File: src/rtl/lpht_ram.sv
// generic simple dual port ram with registered read
`timescale 1ns / 1ps

module lpht_ram #(
    parameter int unsigned WIDTH = 8,
    parameter int unsigned DEPTH = 16
) (
    input  logic                     aclk,
    input  logic                     we,
    input  logic [$clog2(DEPTH)-1:0] waddr,
    input  logic [WIDTH-1:0]         wdata,
    input  logic                     re,
    input  logic [$clog2(DEPTH)-1:0] raddr,
    output logic [WIDTH-1:0]         rdata
);

    logic [WIDTH-1:0] mem_reg [DEPTH];
    logic [WIDTH-1:0] rdata_reg;

    always_ff @(posedge aclk) begin
        if (we) begin
            mem_reg[waddr] <= wdata;
        end
        if (re) begin
            rdata_reg <= mem_reg[raddr];
        end
    end

    assign rdata = rdata_reg;

endmodule

File: config.mk
export PLATFORM = sky130hd
export DESIGN_NAME = lpht_ram
export DESIGN_NICKNAME = d
export VERILOG_FILES = /design/src/rtl/lpht_ram.sv
export SDC_FILE = /design/constraint.sdc
export NUM_CORES = 1
export LEC_CHECK = 0
export BUFFER_PORTS_ARGS = -buffer_cell sky130_fd_sc_hd__buf_2
export CORE_MARGIN = 3
export CORE_UTILIZATION = 35
export CTS_BUF_LIST = sky130_fd_sc_hd__clkbuf_4
export CTS_CLUSTER_DIAMETER = 40
export DETAILED_ROUTE_END_ITERATION = 8
export GPL_ROUTABILITY_DRIVEN = 0
export HOLD_SLACK_MARGIN = 0.05
export SLEW_MARGIN = 30
export SYNTH_ARGS = -nofsm -noshare
export SYNTH_HDL_FRONTEND = slang
export SYNTH_SLANG_ARGS = --single-unit
File: constraint.sdc
create_clock -name aclk -period 5.3 [get_ports aclk]
set_input_delay 0.53 -clock aclk [delete_from_list [all_inputs] [get_ports aclk]]
set_output_delay 0.53 -clock aclk [all_outputs]
set_load 0.01 [all_outputs]
======== Word-level counts from Yosys, hierarchy flattened ========
Memories as Yosys holds them, arrays and structs flattened. A register that Yosys moved wholly into a read port is not among the register bits.
Cells that the tools add are included.
storage, ports and cells
  bits in registers ....................... 0
  RAM bits ................................ 128
  input port bits ......................... 19
  output and inout bits ................... 8
  memories kept ........................... 1
operators by class
  multiplexer cells ....................... 2
memories
  name     words  width  rd ports  clocked after memory_dff  write ports  line  RTL
  mem_reg  16     8      1         1                         1            17    logic [WIDTH-1:0] mem_reg [DEPTH];
operator list
  kind    number
  $mux 1  2

======== Depth between registers and ports, before layout ========
  word-level depth ........................ 2
  depth in mapped cells ................... 5

======== Worst setup path before layout ========
Ideal clock, no wire load.
  kind .................................... input to register
  start ................................... in waddr[2]
  end ..................................... mem mem_reg[0][0], enable pin
  arrival ................................. 1640 ps
  required time ........................... 4917 ps
  slack ................................... 3277 ps
  cell stages on the path ................. 2
  path buffers ............................ 0
  cell sequence ........................... or3b_2 -> nor3_1
RTL lines
  element      line  RTL
  from (decl)  10    input logic [$clog2(DEPTH)-1:0] waddr,
  to (decl)    17
Straight into the memory's write port.

==> run metrics <==
antenna violations before repair=0; overflow left after global routing=0; Placed Instance Area=0.005555 mm^2; IO Count=27; met2 demand-to-capacity share in global routing=19.92%; clock-pin transition on the worst setup and hold timing paths=0.11 ns; latest clock arrival within the worst-skew pair=0.50 ns; worst ir drop on vdd=0.0002455 V; Yosys reg bits=136; number of cells in the finished layout apart from fillers=462; area inside the core boundary=0.01459 mm^2; setup slack of the critical path after layout=3.358 ns; number of distinct library cells after synthesis=18; cell taking the most area after synthesis=sky130_fd_sc_hd__edfxtp_1; number of maximum-capacitance violations=0; Synth Warn #=0; number of cells upsized or downsized after cts=0; effective utilization at floorplan=35.83%; Root Driver=sky130_fd_sc_hd__clkbuf_4; Via density=5.076; global routing usage on met1=19.25%; clock tree from TritonCTS=done; all-layer global routing usage=13.47%; Syn Area/Cell=22.83 um^2; number of DRC violations after detailed-routing iteration 0=165; CP arrival=2.20 ns; nets in the synthesized netlist=248; Die Outline Area=0.01644 mm^2; highest achievable clock rate=0.5149 GHz; final hold viol count=0; vias after detailed routing=2345; setup-violating endpoint count in the final report=0; Antenna Cells=0; post-route ant nets=0; path type of the worst min-delay path=in -> reg; global-route layer with the greatest usage=met2; number of buffers added on ports=26; Sinks on Clock Net=136; critical path capture point type=flip-flop; Max Buffers Root-to-Sink=2; overall die height=128.2 um; sum of net half-perimeters after detailed placement=6237 um; Post-Place Setup Slack=2.791 ns; area delta synth->final=9.981%; launching element type of the critical path=input port; Cell Pwr Density=319.7 mW/mm^2; minimum clock period=1.942 ns; first-pass GRT wire length=15550 um; unrepaired setup endpoints after global routing=no; setup tns final=0 ns; outcome=finished, final reports clean; critical-path maximum fanout=32; vias in the first global route=2454; fraction of the yosys area taken by sequential cells=78.12%; number of post-CTS setup repair buffers=0; nets@finish=286; DRC violation count after routing=0; Cells after DPL=432; horizontal die dimension=128.2 um; relative slew slack=39.78%; Leak=0.001844 uW; post-synthesis instance area=0.005228 mm^2; placement row count=44; aggregate routed wire length=10250 um; maximum number of pins on one net before global-route repair=33; Num CTS Buffers=17; final count of pins violating max slew=0; critical path data required time=5.55 ns; met3 track utilization from global routing=4.375%; dominant cells by area after synthesis=sky130_fd_sc_hd__edfxtp_1, sky130_fd_sc_hd__mux4_2, sky130_fd_sc_hd__mux4_1; fraction of layout instances using a drive strength above 1=28.42%; H-tree levels=4; Worst Skew=0.01487 ns; WL/cell=22.18 um; area share of the largest cell type after synthesis=78.12%; number of flip-flops in the largest register=128; portion of the clock cycle consumed by the worst path in the final layout=36.64%; type of the setup path with the least slack=in -> reg; first-pass iteration count of the detailed router=4; Tightest Pin Transition=0.8984 ns; Non-Filler Cell Area, Final=0.005749 mm^2; instance count of the mapped netlist=229; CTS hold repair buffers=0
==> cells by family (layout without fill, tap and decap cells) <==
kind of cell / count (synthesis) / in the layout / synth area share, %
flip-flops: 136 / 136 / 78.12
AND/OR/NAND/NOR: 35 / 35 / 3.136
multiplexers: 32 / 32 / 14.79
buffers and inverters: 10 / 59 / 1.651
AO/OA/AOI/OAI: 16 / 16 / 2.298
==> through the flow <==
| step | power [uW] | hold WS [ns] | util (%) |
|---|---|---|---|
| after CTS | 1861 | 0.3308 | 39.41 |
| final | 1838 | 0.3829 | 39.41 |
| after global placement | 1347 | 0.7265 | 37.93 |
| after floorplan | 1303 | 0.6289 | - |
| after detailed placement | 1352 | 0.7397 | 38.08 |
| after global routing | 1923 | 0.3198 | 39.41 |
==> report_power, final <==
part           total, uW  internal [uW]  switching, uW  leakage (uW)
logic                110           42.8           67.0      0.000492
registers           1210           1210           5.33       0.00124
clock network        513            189            324      0.000115
==> worst max-delay path, stage by stage <==
cell and delay, ns:
sky130_fd_sc_hd__buf_2 0.08, sky130_fd_sc_hd__buf_4 0.50, sky130_fd_sc_hd__mux4_1 0.63, sky130_fd_sc_hd__a22oi_1 0.34
sky130_fd_sc_hd__nand2_1 0.10
==> cell type report <==
type                       count  area, um^2
clock buffer                  21       157.7
fill                        1272        8840
timing repair buffer          29       152.6
multi-input combinational     83        1089
clock inverter                 9       36.28
tap                          184       230.2
sequential                   136        4084
==> Yosys cell counts <==
| cell | instances |
|---|---|
| sky130_fd_sc_hd__clkdlybuf4s25_2 | 3 |
| sky130_fd_sc_hd__and2_1 | 1 |
| sky130_fd_sc_hd__or3b_2 | 1 |
| sky130_fd_sc_hd__buf_4 | 1 |
| sky130_fd_sc_hd__nor2b_1 | 1 |
| sky130_fd_sc_hd__nor3_1 | 4 |
| sky130_fd_sc_hd__buf_2 | 3 |
| sky130_fd_sc_hd__and2b_1 | 1 |
| sky130_fd_sc_hd__mux4_1 | 14 |
| sky130_fd_sc_hd__edfxtp_1 | 136 |
| sky130_fd_sc_hd__buf_6 | 3 |
| sky130_fd_sc_hd__a22oi_1 | 16 |
| sky130_fd_sc_hd__nand2_1 | 9 |
| sky130_fd_sc_hd__nor2_1 | 13 |
| sky130_fd_sc_hd__nand2b_1 | 2 |
| sky130_fd_sc_hd__nand3_1 | 1 |
| sky130_fd_sc_hd__mux4_2 | 18 |
| sky130_fd_sc_hd__nand3b_1 | 2 |
==> cells in the final DEF (no fill, tap or decap), drive strengths merged <==
master  synthesis  layout
nand3b          2       2
nand2b          2       2
nor2           13      13
nand3           1       1
clkbuf          0      21
buf             7      29
and2b           1       1
nand2           9       9
nor3            4       4
edfxtp        136     136
nor2b           1       1
mux4           32      32
or3b            1       1
and2            1       1
a22oi          16      16
clkinv          0       9
==> path summary, 6_finish.rpt <==
check | start | end | slack (ns) | cells past startpoint
worst max-delay path | raddr[0] | rdata[2]$_DFFE_PP_ | 3.36 | 5
worst min-delay path | re | rdata[7]$_DFFE_PP_ | 0.38 | 1
worst max register to register | mem_reg[2][2]$_DFFE_PP_ | rdata[2]$_DFFE_PP_ | 3.75 | 3
worst min register to register | mem_reg[14][5]$_DFFE_PP_ | rdata[5]$_DFFE_PP_ | 0.76 | 3
==> routing by layer <==
metal	wire, um	up-vias
met3	476	2
met1	4870	1226
li1	-	1055
met4	40	0
met2	4860	62
met5	0	-
Power figures use the tool's default switching activity.
